<file path="src/hdl/assert_macros.svh">
// assertion helpers for the rtl
`ifndef ASSERT_MACROS_SVH
`define ASSERT_MACROS_SVH

// checked on every edge outside reset
`define BSE_ASSERT(lbl, prop, msg) \
  lbl: assert property (@(posedge clk) disable iff (rst) prop) else $error(msg);

// checked on every edge, reset included
`define BSE_ASSERT_ALWAYS(lbl, prop, msg) \
  lbl: assert property (@(posedge clk) prop) else $error(msg);

`endif

</file>
<file path="src/hdl/bse_pkg.sv">
`timescale 1ns / 1ps

package bse_pkg;

  localparam int MAX_ITEMS_DEF   = 64;
  localparam int NUM_BUCKETS_DEF = 16;
  localparam int BUCKET_CAP_DEF  = 16;
  localparam logic [15:0] WIDTH_RESET = 16'd10;

  typedef enum logic [3:0] {
    ST_LOAD,
    ST_DIST_RD,
    ST_DIST_INIT,
    ST_DIST_DIV,
    ST_DIST_PUT,
    ST_RK_CHECK,
    ST_RK_LATCH,
    ST_RK_IN_RD,
    ST_RK_IN_CMP,
    ST_RK_WR,
    ST_EM_RD,
    ST_EM_SHOW
  } state_t;

  // controller to datapath
  typedef struct packed {
    logic take;
    logic sort_start;
    logic dist_rd;
    logic dist_init;
    logic dist_step;
    logic dist_put;
    logic ptr_clr;
    logic rk_outer_rd;
    logic rk_latch;
    logic rk_in_rd;
    logic rk_in_cmp;
    logic rk_wr;
    logic em_rd;
    logic em_pop;
    logic finish;
  } cmd_t;

  // datapath to controller
  typedef struct packed {
    logic a_eq_cnt;
    logic a_eq_kc;
    logic b_eq_kc;
    logic div_last;
  } status_t;

endpackage

</file>
<file path="src/hdl/bse_ctrl.sv">
`timescale 1ns / 1ps

module bse_ctrl
  import bse_pkg::*;
(
  input  logic    clk,
  input  logic    rst,
  input  logic    s_axis_tvalid,
  input  logic    s_axis_tlast,
  output logic    s_axis_tready,
  input  logic    m_axis_tready,
  output logic    m_axis_tvalid,
  input  status_t status,
  output cmd_t    cmd
);

  state_t state, state_next;

  // state register
  always_ff @(posedge clk) begin
    if (rst) begin
      state <= ST_LOAD;
    end else begin
      state <= state_next;
    end
  end

  // next state
  always_comb begin
    state_next = state;
    case (state)
      ST_LOAD: begin
        if (s_axis_tvalid && s_axis_tlast) state_next = ST_DIST_RD;
      end
      ST_DIST_RD: begin
        state_next = status.a_eq_cnt ? ST_RK_CHECK : ST_DIST_INIT;
      end
      ST_DIST_INIT: state_next = ST_DIST_DIV;
      ST_DIST_DIV: begin
        if (status.div_last) state_next = ST_DIST_PUT;
      end
      ST_DIST_PUT: state_next = ST_DIST_RD;
      ST_RK_CHECK: begin
        state_next = status.a_eq_kc ? ST_EM_RD : ST_RK_LATCH;
      end
      ST_RK_LATCH: state_next = ST_RK_IN_RD;
      ST_RK_IN_RD: begin
        state_next = status.b_eq_kc ? ST_RK_WR : ST_RK_IN_CMP;
      end
      ST_RK_IN_CMP: state_next = ST_RK_IN_RD;
      ST_RK_WR: state_next = ST_RK_CHECK;
      ST_EM_RD: begin
        state_next = status.a_eq_kc ? ST_LOAD : ST_EM_SHOW;
      end
      ST_EM_SHOW: begin
        if (m_axis_tready) state_next = ST_EM_RD;
      end
      default: state_next = ST_LOAD;
    endcase
  end

  // outputs
  always_comb begin
    cmd           = '0;
    s_axis_tready = 1'b0;
    m_axis_tvalid = 1'b0;
    case (state)
      ST_LOAD: begin
        s_axis_tready  = 1'b1;
        cmd.take       = s_axis_tvalid;
        cmd.sort_start = s_axis_tvalid && s_axis_tlast;
      end
      ST_DIST_RD: begin
        cmd.ptr_clr = status.a_eq_cnt;
        cmd.dist_rd = !status.a_eq_cnt;
      end
      ST_DIST_INIT: cmd.dist_init = 1'b1;
      ST_DIST_DIV:  cmd.dist_step = 1'b1;
      ST_DIST_PUT:  cmd.dist_put  = 1'b1;
      ST_RK_CHECK: begin
        cmd.ptr_clr     = status.a_eq_kc;
        cmd.rk_outer_rd = !status.a_eq_kc;
      end
      ST_RK_LATCH: cmd.rk_latch = 1'b1;
      ST_RK_IN_RD: cmd.rk_in_rd = !status.b_eq_kc;
      ST_RK_IN_CMP: cmd.rk_in_cmp = 1'b1;
      ST_RK_WR: cmd.rk_wr = 1'b1;
      ST_EM_RD: begin
        cmd.finish = status.a_eq_kc;
        cmd.em_rd  = !status.a_eq_kc;
      end
      ST_EM_SHOW: begin
        m_axis_tvalid = 1'b1;
        cmd.em_pop    = m_axis_tready;
      end
      default: cmd = '0;
    endcase
  end

endmodule

</file>
<file path="config.mk">
export PLATFORM = sky130hd
export DESIGN_NAME = bse_ctrl
export DESIGN_NICKNAME = d
export VERILOG_FILES = /design/src/hdl/assert_macros.svh /design/src/hdl/bse_pkg.sv /design/src/hdl/bse_ctrl.sv
export SDC_FILE = /design/constraint.sdc
export NUM_CORES = 1
export LEC_CHECK = 0
export BUFFER_PORTS_ARGS = -buffer_cell sky130_fd_sc_hd__buf_2
export CORE_AREA = 8 8 45 47
export CTS_CLUSTER_SIZE = 30
export DETAILED_ROUTE_END_ITERATION = 12
export DIE_AREA = 0 0 53 55
export SKIP_LAST_GASP = 1
export SLEW_MARGIN = 0
export SYNTH_ARGS = -nofsm -noshare
export SYNTH_HDL_FRONTEND = slang
export SYNTH_SLANG_ARGS = --single-unit
export TNS_END_PERCENT = 30
</file>
<file path="constraint.sdc">
create_clock -name clk -period 3.2 [get_ports clk]
set_input_delay 0.16 -clock clk [delete_from_list [all_inputs] [get_ports clk]]
set_output_delay 0.16 -clock clk [all_outputs]
set_load 0.01 [all_outputs]
</file>
* After elaboration in Yosys (flattened, before gate mapping)
Cells that the tools add are included.
Cells by class: muxes and demuxes 24, reductions and logical operators 7, equal/unequal tests 14
Operators with widths (count):
- 4-bit one-hot mux with 11 select lines | 1
- 4-bit two-way mux | 5
- 4-bit by 3-bit == test with 1-bit output, second input constant | 4
- 4-bit == test, second input constant | 4
- 1-bit two-way mux | 15
- 4-bit by 2-bit == test with 1-bit output, second input constant | 2
- 2-bit inequality test, second input constant | 3
- 4-bit by 1-bit == test with 1-bit output, second input constant | 1
- 4-bit logical NOT | 1
- 1-bit logical NOT | 3
- 3-bit two-way mux | 1
- 3-bit AND reduction | 1
- 2-bit two-way mux | 1
- 1-bit one-hot mux with 2 select lines | 1
- 2-bit OR reduction | 1
- 1-bit logical AND | 1
Word-level totals: output and inout bits 17, logic and storage cells 46, bits of input ports 9, flip-flop bits (word level) 4

* Longest topological paths before layout
Gate-level depths: netlist of the first run.
depth after elaboration 3, depth in mapped cells 5

* Worst setup path after synthesis of the first run
Ideal clock, no wire load.
kind register -> register, start point register state[3], end point register state[0], stages on the path, launching flop included 6, setup slack 1.846 ns, setup time 0.118 ns, required time 3.082 ns, arrival time 1.235 ns, clock period less this slack 1.354 ns, cells stage by stage dfxtp_1 > buf_6 > nor4_2 > a21boi_1 > a2111o_2 > o21ai_1
On the way: longest elaborated chain between the ends 3
RTL lines:
- start, declared | RTL line bse_ctrl.sv:17 | state_t state, state_next;
- start signal, assigned | RTL line bse_ctrl.sv:24 | state <= state_next;
- 4-bit == test (tied with other cells) | RTL line bse_ctrl.sv:31 | case (state)
- 2-bit OR reduction (no line) or 2-bit inequality test (tied branches)
- 4-bit one-hot mux with 11 select lines or 3-bit AND reduction (tied branches)
Several ways; a longest one is shown, not always the timed one. A chain may end at the register's enable or synchronous reset.

==> results.md, run 1 <==
Outcome:
- The run finished with clean final reports.

Global route:
- The via count of the first global-routing pass came to 465.
- The number of antenna violations at the first check in global routing is 0.
- The largest net degree at the start of global routing is 20.
- The global-route usage over all layers is 9.13%.
- The first global-routing pass estimated 2010 um of wire.
- The total overflow left after global routing is 0.

Pwr:
- The completed layout was analyzed and its total power is 0.170 mW.
- The internal power is 0.117 mW.
- The maximum VDD drop is 0.130 mV.
- For this design the total switching power over the nets is 0.0536 mW.
- Registers are responsible for 36.2% of the overall power.
- Net switching is 31.5% of the power.
- Dividing total power by cell area gives a power density of 300 mW/mm^2.
- The clock network burns 36.1% of the power.
- The combinational share of power is 27.7%.
- The reported leakage power is 0.256 nW.

STA:
- The maximum clock frequency is 557 MHz.
- The final number of setup-violating endpoints is 0.
- Of the available clock period, the critical path in the final layout requires 56.1%.
- The max-slew violation count came to 0.
- Setup repair after global routing left no endpoint under its margin.
- The hold violation count in the final report is 0.
- The tightest hold path in the finished design has a slack of 114 ps.
- The headroom to the max-slew limit is 59.0%.
- Setup slack on the critical path of the routed design comes to 1410 ps.
- The post-layout minimum cycle time is 1790 ps.
- The slew at the pin closest to its max-slew limit is 615 ps.
- The aggregate negative setup slack is 0 ps.
- For the final database, setup skew stands at 1.45 ps.

Clocking:
- Clock-pin slew was measured on the worst setup and hold paths at 40 ps.
- Buffers inserted during clock tree synthesis total 3.
- The count of buffers added by post-CTS timing repair for setup is 0.
- The clock latency on the worst-skew pair is 230 ps.
- In this run, post-CTS hold repair placed 0 buffers.
- The number of buffers between clock root and the deepest sink is 2.
- The number of H-tree levels is 1.
- In this run, post-CTS repair resized a total of 0 instances.
- The root buffer selected by CTS is clkbuf_4.
- The clock net in this run drives a total of 4 sinks.
- TritonCTS built the clock tree.

Synthesis:
- The number of different library cells used by synthesis comes to 31.
- During synthesis, Yosys emitted a total of 0 warnings.
- The mapped netlist covers 433 um^2.
- The synthesized netlist cell count is 63.
- Each instance of the synthesized netlist takes up on average 6.87 um^2.
- The total nets after synthesis is 72.
- In this run, synthesis produced a sequential element count of 4.
- The sequential share of the synthesized area is 18.5%.

Setup path:
- The stage delay of the slowest cell on the critical path is 700 ps.
- STA classifies the critical path startpoint as a flop.
- The data arrival time at the worst-slack endpoint is 1630 ps.
- On the critical path, the stage with the largest delay is an instance of dfxtp_1.
- The critical path goes through nand2b_1 > nor2_1 > and2_1 > buf_2.
- Along the worst path, the maximum fanout reaches 19.
- The critical path is of the reg -> out type.
- The endpoint required time on the critical path is 3040 ps.
- The endpoint class of the critical path is an output port.

Finish:
- The antenna diode count is 0.
- Compared with the post-synthesis result, the final layout area differs by 31.2%.
- The register with the most flip-flops in the layout has 4 of them.
- The net count of the finished layout is 96.
- In the final layout, the registers with the most flip-flops are state: 4 flops.
- The largest register by flop count is state.
- The finished layout holds 101 standard cells, fillers aside.
- Cells with a size suffix above 1 make up 40.0% of the layout.

Die:
- The region available for standard cell placement spans 0.00138 mm^2.
- The starting utilization of the core area is 31.3%.
- The die width is 53 um.
- The die height is 55 um.
- The count of standard-cell rows is 14.
- The top-level port count is 26.
- The area enclosed by the die boundary is 0.00292 mm^2.

Worst hold path:
- The type of the worst min-delay path is in -> reg.

Detailed routing:
- After the first detailed-routing iteration, the DRC count stood at 7.
- For this run, design rule violations remaining after detail routing come to 0.
- The average detailed-routed wire length per instance is 12.5 um.
- The count of nets left with antenna violations once routing finished came out at 0.
- The aggregate routed wire length is 1260 um.
- The number of vias after detailed routing is 505.
- Using the TritonRoute via totals, the vias-per-cell ratio works out to 5.00.
- The first TritonRoute pass finished after 4 iterations.

Placement:
- Routability-driven placement finished with a final weighted congestion of 0.720.
- The number of cells after detailed placement is 98.
- The placed wire-length estimate is 965 um.
- The setup slack at placement is 1600 ps.
- The count of buffers added on input and output ports is 25.

Flow run:
- The number of maximum-capacitance constraint violations is 0.
## synthesized netlist by cell type (all sizes together)
cell | instances | area [um^2]
o211ai | 1 | 7.51
a21boi | 1 | 7.51
nor2 | 6 | 22.5
o22ai | 1 | 6.26
nor4 | 2 | 18.8
o2111ai | 1 | 8.76
dfxtp | 4 | 80.1
a2111oi | 1 | 15.0
a211oi | 1 | 7.51
and3 | 1 | 6.26
nor3 | 10 | 50.1
a21bo | 1 | 10.0
o21ai | 5 | 25.0
buf | 3 | 21.3
o221ai | 1 | 8.76
nand3 | 2 | 10.0
nand3b | 1 | 7.51
nand2b | 4 | 25.0
a21oi | 5 | 25.0
nand2 | 1 | 3.75
nor2b | 2 | 15.0
and2 | 2 | 12.5
clkbuf | 3 | 11.3
o21a | 1 | 7.51
inv | 2 | 7.50
a2111o | 1 | 12.5
## layout by cell type, fill, tap and decap left out, types with 2 or more instances in the layout
| cell type | synthesis | final |
|---|---|---|
| nand2b_1 | 4 | 4 |
| buf_2 | 2 | 25 |
| nor3_1 | 10 | 10 |
| o21ai_0 | 3 | 3 |
| nor2_1 | 6 | 6 |
| nand3_1 | 2 | 2 |
| a21oi_1 | 5 | 5 |
| and2_1 | 2 | 2 |
| o21ai_1 | 2 | 2 |
| dfxtp_1 | 4 | 4 |
| clkbuf_4 | 0 | 3 |
## metal layers
layer  up-vias  global-route usage [%]  part of all wire [%]
li1        276                       -                     -
met1       214                    10.6                    43
met2        15                    14.5                    45
met3         0                    2.14                    12
met4         0                    6.47                     0
met5         -                       0                     0
## final cells by class
type	count	area, um^2
repair buffers	25	125
well taps	16	20.0
clock buffers	3	22.5
inverters	2	7.51
flip-flops and latches	4	80.1
multi-input cells	51	313
fillers	155	816
## cell families after synthesis
family	Yosys count	synth area share, %
flops	4	18.5
simple gates	31	39.6
compound gates	20	32.7
buf+inv	8	9.25
## power groups by stage
stage,logic [mW],registers [mW],clock network [mW]
floorplan,0.0365,0.0560,0
global placement,0.0479,0.0624,0
detailed placement,0.0478,0.0624,0
CTS,0.0479,0.0616,0.0653
global route,0.0527,0.0628,0.0657
finish,0.0472,0.0617,0.0616
## final timing paths
check                           slack [ps]                   from  cells past startpoint               endpoint
worst max-delay path                  1410  state[3]$_SDFFE_PP0P_                      4                 cmd[1]
worst max register to register        1590  state[1]$_SDFFE_PP0P_                      4  state[0]$_SDFFE_PP0P_
worst min-delay path                   110                    rst                      2  state[3]$_SDFFE_PP0P_
worst min register to register         670  state[0]$_SDFFE_PP0P_                      2  state[3]$_SDFFE_PP0P_
## per-stage QoR
| step | utilization (%) | area [um^2] |
|---|---|---|
| 3_3_place_gp | 39.4 | 546 |
| 2_1_floorplan | - | 433 |
| 6_report | 41.0 | 568 |
| 4_1_cts | 41.0 | 568 |
| 5_1_grt | 41.0 | 568 |
| 3_5_place_dp | 39.4 | 546 |
## critical path, delay by kind of cell (launching register included)
family                 cells  cell delay [ps]
DFF                        1              700
buffers and inverters      1              120
and+or+nand+nor            3              580
(Power assumes the default switching activity.)
==> run 2: changes to the inputs <==
Settings changed: PLACE_DENSITY set to 0.65.
Clock period 3.2 ns to 1.6 ns, I/O delays scaled along.
==> run 2 against run 1 <==
  * Die area did not move
  * Sequential power rose by 82%
  * Utilization rose by 2.8 points
  * Total power rose by 110%
  * Register-to-register slack got worse by 1300 ps
  * Sequential share of layout area fell by 0.69 points
  * Cell area rose by 6.8%
  * Clock power rose by 100%
  * Global-route usage fell by 0.38 points
  * Clock skew rose by 5.4 ps
  * Critical path type unchanged
  * Highest routed layer unchanged
==> results.md, run 2 (synthesized netlist as in run 1, its figures left out) <==
Detailed routing:
- The total length of routed met3 wires is 158 um (+4.6%).
- The residual antenna-violating net count after detailed routing came to 0 (unchanged).
- The violation count after the first detailed-routing iteration is 14 (+7).
- The met2 layer wire length in the routed design is 597 um (+5.7%).
- The mean number of vias per cell was 5.19 (+3.8%).
- The aggregate routed wire length is 1300 um (+2.8%).
- The number of search-and-repair iterations in the first detailed-routing pass is 4 (unchanged).
- The highest routed metal layer is met3.
- The final routed DRC violation total is 0 (unchanged).
- The length of routed wiring on met1 is 540 um (-0.92%).
- The number of vias after detailed routing is 550 (+8.9%).
- The average detailed-routed wire length per instance is 12.2 um (-2.1%).

STA:
- The headroom to the max-slew limit is 76.7% (+18 points).
- The hold violation count in the final report was 0 (unchanged).
- The post-layout minimum cycle time is 1450 ps.
- The aggregate negative setup slack is 0 ps (unchanged).
- The worst hold-check slack is 32.6 ps (-81.5 ps).
- The worst clock skew is 6.87 ps (+5.41 ps).
- The final critical-path share of the clock period is 90.9%.
- The slew at the pin closest to its max-slew limit is 348 ps (-266 ps).
- The final number of setup-violating endpoints came to 0 (unchanged).
- The maximum clock frequency is 688 MHz.
- Setup repair after global routing left no endpoint under its margin.
- The max-slew violation count is 0 (unchanged).

Setup path:
- The data arrival time at the worst-slack endpoint is 1370 ps (-260 ps).
- Traced cell by cell, the critical path runs through nand2b_1 > nor2_1 > and2_1 > buf_2.
- The startpoint type of the worst setup path is a flop.
- The endpoint required time on the critical path came to 1520 ps (-1520 ps).
- In this run the critical register-to-register path is launched from state[2]$_SDFFE_PP0P_.
- The cell family contributing the most delay on the critical path is flip-flops.
- STA classifies the critical path endpoint as an output port.
- The maximum fanout encountered on the critical timing path was 9 (-10).
- The cell with the biggest individual delay on the critical path is dfxtp_1.
- The start point of the critical path is state[2]$_SDFFE_PP0P_.
- The kind of critical path is reg -> out.
- The stage delay of the slowest cell on the critical path is 500 ps (-200 ps).
- The buffering stage count on the worst path with inverters included was 1 (unchanged).

Die:
- The starting utilization of the core area is 31.3% (unchanged).
- The area inside the core boundary is 0.00138 mm^2 (unchanged).
- The die height came to 55 um (unchanged).
- The top-level port count is 26 (unchanged).
- The area enclosed by the die boundary is 0.00292 mm^2 (unchanged).
- The count of standard-cell rows was 14 (unchanged).
- The die width is 53 um (unchanged).

Finish:
- The area growth from synthesis to final layout is 40.2%.
- The register with the most flip-flops in the final layout is state.
- The antenna diode count is 0 (unchanged).
- The library cell used most frequently in the layout, excluding fill and tap cells, is buf_2.
- In the layout the commonest cells are buf_2 (25), nor3_1 (10), nor2_1 (6), a21oi_1 (5), buf_4 (5).
- In the final layout, the registers with the most flip-flops are state: 4 flops.
- The fraction of final layout cells with drive strength greater than 1 came to 44.4% (+4.4 points).
- The multi-input gate area in the final layout is 313 um^2 (unchanged).
- The final-stage net count was 101 (+5.2%).
- The area occupied by registers was 81.3 um^2 (+1.6%).
- The final standard cell count with taps included and fillers excluded is 106 (+5.0%).
- The number of flip-flops under the largest register name is 4 (unchanged).
- The number of fill cells is 152 (-1.9%).

Clocking:
- The CTS tree is done.
- The number of H-tree levels was 1 (unchanged).
- The cell sitting at the root of the clock tree is a clkbuf_4.
- The count of buffers added by post-CTS timing repair for setup is 0 (unchanged).
- The clock latency on the worst-skew pair is 240 ps (about the same).
- The clock transition at the registers of the reported paths is 30 ps (about the same).
- The number of hold buffers added after CTS is 0 (unchanged).
- The number of sinks handled by clock tree synthesis is 4 (unchanged).
- The number of buffers created by CTS is 3 (unchanged).
- The number of buffers between clock root and the deepest sink came to 2 (unchanged).

Global route:
- The largest net degree at the start of global routing is 12 (-40%).
- The via count of the first global-routing pass is 473 (+1.7%).
- The global-route usage over all layers came to 8.74% (-0.38 points).
- The wire length of the first global-routing pass is 2010 um (+0.35%).
- The remaining global-route overflow is 0 (unchanged).
- The number of antenna violations at the first check in global routing is 0 (unchanged).

Placement:
- The placed wire-length estimate is 1050 um (+9.2%).
- The number of cells after detailed placement was 103 (+5.1%).
- The number of port buffers is 25 (unchanged).
- The routability congestion estimate from global placement came to 0.789 (+9.6%).

Outcome:
- The run finished with clean final reports.

Pwr:
- The power density of the placed cells is 585 mW/mm^2 (+95%).
- The maximum VDD drop is 0.449 mV (+240%).
- The reported leakage power was 0.282 nW (+10%).

Flow run:
- The number of maximum-capacitance constraint violations is 0 (unchanged).

Worst hold path:
- The startpoint identified for the worst hold timing path is rst.
- The type of the worst min-delay path is in -> reg.
## run 2: cell types whose count changed in the layout (fill, tap and decap cells not counted)
cell | previous run | this run
buf_4 | 0 | 5
dfxtp_2 | 0 | 1
dfxtp_1 | 4 | 3
## run 2: cell type report
| type | count | share of cell area [%] |
|---|---|---|
| clock buffer | 3 | 3.71 |
| inverter | 2 | 1.24 |
| timing repair buffer | 30 | 26.8 |
| tap | 16 | 3.30 |
| sequential | 4 | 13.4 |
| multi-input combinational | 51 | 51.5 |
## run 2: worst paths after layout
kind                           endpoint  slack, ps  cells past startpoint
setup / recovery                 cmd[1]        150                      4
hold / removal    state[3]$_SDFFE_PP0P_         30                      2
setup reg to reg  state[0]$_SDFFE_PP0P_        270                      4
hold reg to reg   state[1]$_SDFFE_PP0P_        570                      2
## run 2: timing repair
item,CTS,global route
endpoints found under the hold margin,0,0
gates resized for setup,0,1
endpoints found under the setup margin,0,1
## run 2: stage by stage
stage                     setup WS, ps  instance area (um^2)  power [mW]  utilization, %
after floorplan                    246                   433       0.185               -
after global placement             290                   583       0.229            42.1
after detailed placement           250                   583       0.230            42.1
after CTS                          143                   606       0.357            43.8
after global routing              21.8                   607       0.381            43.9
final                              146                   607       0.355            43.9
## run 2: metal layers
metal / track usage [%] / vias to the layer above
li1: - / 288
met1: 10.2 / 242
met2: 14.3 / 20
met3: 5.35 / 0
met4: 0 / 0
met5: 0 / -
## run 2: where the power goes
group | switching (mW) | total (mW) | internal (mW)
logic | 0.0642 | 0.116 | 0.0522
clock network | 0.0422 | 0.126 | 0.0840
registers | 0.00666 | 0.112 | 0.106
==> run 3: changes to the inputs <==
Settings changed: ABC_AREA set to 1, GPL_TIMING_DRIVEN set to 0.
==> run 3 against run 2 <==
  * Non-clock buffer count down 5
  * Worst hold slack improved by 19 ps
  * Critical endpoint is now cmd[8]
  * Critical path type unchanged
  * Register-to-register slack improved by 70 ps
==> results.md, run 3 <==
Outcome:
- The run finished with clean final reports.

Worst hold path:
- The worst hold path begins at rst.
- For hold timing, the worst endpoint is state[3]$_SDFFE_PP0P_.
- The min-delay analysis places its worst path in the category in -> reg.
- The number of cells on the worst hold path is 2 (unchanged).

Synthesis:
- In the synthesized netlist, the cells that appear most often are nand2_1 (21), nor2_1 (21), inv_1 (16).
- By area the synthesized netlist is led by dfxtp_1 (19%), nand2_1 (18%), nor2_1 (18%).
- The number of synthesized flops with an enable pin is 0 (unchanged).
- The sequential share of the synthesized area was 18.6% (+0.11 points).
- The count of warnings emitted by yosys is 0 (unchanged).
- The number of synthesized register bits is 4 (unchanged).
- The post-synthesis async set-or-reset flop share is 0% (unchanged).
- The cell accounting for the most synthesized area is dfxtp_1.
- The average size of a mapped cell is 5.12 um^2 (-25%).
- The primary flip-flop cell chosen by synthesis mapping is dfxtp_1.
- The synthesized netlist cell count is 84 (+33%).
- The post-synth design cell area came to 430 um^2 (-0.58%).
- The count of unique library cells instantiated by Yosys is 14 (-55%).
- The area share of the leading cell type in the synthesized netlist came to 18.6% (+0.11 points).
- The total nets after synthesis is 93 (+29%).

Clocking:
- The number of buffers between clock root and the deepest sink is 2 (unchanged).
- The number of hold buffers added after CTS is 0 (unchanged).
- The clock transition at the registers of the reported paths came to 40 ps (about the same).
- The count of buffers added by post-CTS timing repair for setup was 0 (unchanged).
- The clock latency on the worst-skew pair is 230 ps (about the same).
- The number of buffers created by CTS came to 3 (unchanged).
- The CTS tree is done.
- The root buffer selected by CTS is clkbuf_4.
- The number of resized instances in the post-cts repair step was 0 (unchanged).
- The number of H-tree levels is 1 (unchanged).
- The number of sinks handled by clock tree synthesis came to 4 (unchanged).

Setup path:
- The buffering stage count on the worst path with inverters included was 1 (unchanged).
- The startpoint type of the worst setup path is a flop.
- By startpoint and endpoint, the worst setup path is classified as reg -> out.
- The data arrival time at the worst-slack endpoint came to 1300 ps (-70 ps).
- The register-to-register path setup slack is 340 ps (+70 ps).
- The stage delay of the slowest cell on the critical path is 460 ps (-40 ps).
- The cell with the biggest individual delay on the critical path is dfxtp_1.
- The worst reg-to-reg path cell count is 6 (+2).
- The maximum fanout encountered on the critical timing path is 7 (-2).
- The kind of cell with the highest combined delay along the critical path is flip-flops.
- The endpoint identified for the worst register-to-register timing path is state[1]$_SDFFE_PP0P_.
- The startpoint of the worst-slack reg-to-reg timing path is state[3]$_SDFFE_PP0P_.
- The cell with the most instances on the worst path is nand2_1.
- The start point of the critical path is state[0]$_SDFFE_PP0P_.
- STA classifies the critical path endpoint as an output port.
- The endpoint required time on the critical path is 1520 ps (about the same).
- Traced cell by cell, the critical path runs through nand2_1 > nor2_1 > nand2_1 > o21ai_0 > buf_2.

Finish:
- From synthesis to final layout, the design area changed by 39.0%.
- The number of fill cells is 152 (unchanged).
- The largest registers in the layout are state: 4 flops.
- More flip-flops sit in one register than any other, and that register is state.
- The fraction of final layout cells with drive strength greater than 1 is 33.9% (-11 points).
- The final non-filler cell area is 598 um^2 (-1.4%).
- Leaving out fill and tap cells, the most frequent cell in the layout is buf_2.
- The antenna diode count is 0 (unchanged).
- The number of flip-flops under the largest register name is 4 (unchanged).
- Leaving out fill and tap cells, the most frequent cells in the layout are buf_2 (25), nand2_1 (21), nor2_1 (21), inv_1 (16).
- The final-stage net count is 123 (+22%).

Detailed routing:
- The violation count after the first detailed-routing iteration was 17 (+3).
- The number of vias after detailed routing is 579 (+5.3%).
- The final routed DRC violation total is 0 (unchanged).
- The residual antenna-violating net count after detailed routing was 0 (unchanged).
- The number of search-and-repair iterations in the first detailed-routing pass came to 4 (unchanged).
- The mean number of vias per cell is 4.52 (-13%).
- The aggregate routed wire length is 1280 um (-1.2%).
- The average detailed-routed wire length per instance came to 10.0 um (-18%).

Placement:
- The number of port buffers is 25 (unchanged).
- The placed wire-length estimate is 1110 um (+5.4%).
- The cell area after placement is 576 um^2 (-1.3%).
- The setup slack at placement is 338 ps (+87.2 ps).
- The routability congestion estimate from global placement is 0.856 (+8.5%).

STA:
- The worst-case setup margin in the final layout is 224 ps (+77.7 ps).
- The slew at the pin closest to its max-slew limit came to 289 ps (-59.2 ps).
- The worst hold-check slack is 51.1 ps (+18.5 ps).
- The maximum clock frequency came to 727 MHz (+5.6%).
- The final number of setup-violating endpoints is 0 (unchanged).
- The aggregate negative setup slack is 0 ps (unchanged).
- Setup repair after global routing left no endpoint under its margin.
- The max-slew violation count came to 0 (unchanged).
- The headroom to the max-slew limit is 80.7% (+4.0 points).
- The final critical-path share of the clock period is 86.0% (-4.9 points).
- The post-layout minimum cycle time is 1380 ps (-77.7 ps).
- The worst clock skew is 2.66 ps (-4.21 ps).
- The hold violation count in the final report is 0 (unchanged).

Pwr:
- The overall power of the completed layout is 0.414 mW (+17%).
- The power density of the placed cells was 692 mW/mm^2 (+18%).
- The reported leakage power was 0.385 nW (+36%).
- The maximum VDD drop is 0.621 mV (+38%).

Die:
- The die width was 53 um (unchanged).
- The count of standard-cell rows is 14 (unchanged).
- The die height is 55 um (unchanged).
- The top-level port count is 26 (unchanged).
- The area enclosed by the die boundary is 0.00292 mm^2 (unchanged).
- The starting utilization of the core area is 31.1% (-0.18 points).
- The area inside the core boundary came to 0.00138 mm^2 (unchanged).

Global route:
- The via count of the first global-routing pass was 491 (+3.8%).
- The remaining global-route overflow is 0 (unchanged).
- The wire length of the first global-routing pass was 1990 um (-0.99%).
- The global-route usage over all layers is 8.84% (+0.10 points).
- The number of antenna violations at the first check in global routing was 0 (unchanged).
- The largest net degree at the start of global routing is 8 (-4).

Flow run:
- The number of maximum-capacitance constraint violations is 0 (unchanged).
==> run 3: worst max path at each step <==
stage | to | slack (ps) | depth (start not counted)
4_1_cts | cmd[5] | 220 | 5
6_report | cmd[8] | 220 | 5
5_1_grt | cmd[8] | 70 | 5
3_3_place_gp | state[1]$_SDFFE_PP0P_ | 350 | 6
3_5_place_dp | state[0]$_SDFFE_PP0P_ | 340 | 6
2_1_floorplan | state[2]$_SDFFE_PP0P_ | 460 | 5
==> run 3: kinds of logic after synthesis <==
logic type,synth area share (%)
AO/OA/AOI/OAI,12.5
AND/OR/NAND/NOR,54.1
buffers and inverters,14.8
flip-flops,18.6
==> run 3: power breakdown <==
group	internal, mW	switching (mW)	total, mW
clock	0.0837	0.0380	0.122
sequential	0.109	0.0175	0.127
combinational	0.0633	0.102	0.166
total	0.256	0.158	0.414
==> run 3: layout make-up <==
| type | count | area [um^2] | area share, % |
|---|---|---|---|
| clock buffers | 3 | 22.5 | 3.77 |
| inverters | 17 | 63.8 | 10.7 |
| multi-input cells | 63 | 287 | 47.9 |
| flip-flops and latches | 4 | 80.1 | 13.4 |
| well taps | 16 | 20.0 | 3.35 |
| repair buffers | 25 | 125 | 20.9 |
==> run 3: metal layers <==
layer | up-vias | GRT usage (%) | wire, um
met2 | 34 | 15.6 | 561
met3 | 0 | 3.48 | 127
met1 | 234 | 10.5 | 592
met5 | - | 0 | 0
li1 | 311 | - | -
met4 | 0 | 0 | 0
==> run 3: metrics by stage <==
stage	utilization (%)	std cells
after floorplan	-	84
after global placement	41.6	125
after detailed placement	41.6	125
after CTS	43.2	128
after global routing	43.2	128
final	43.2	128
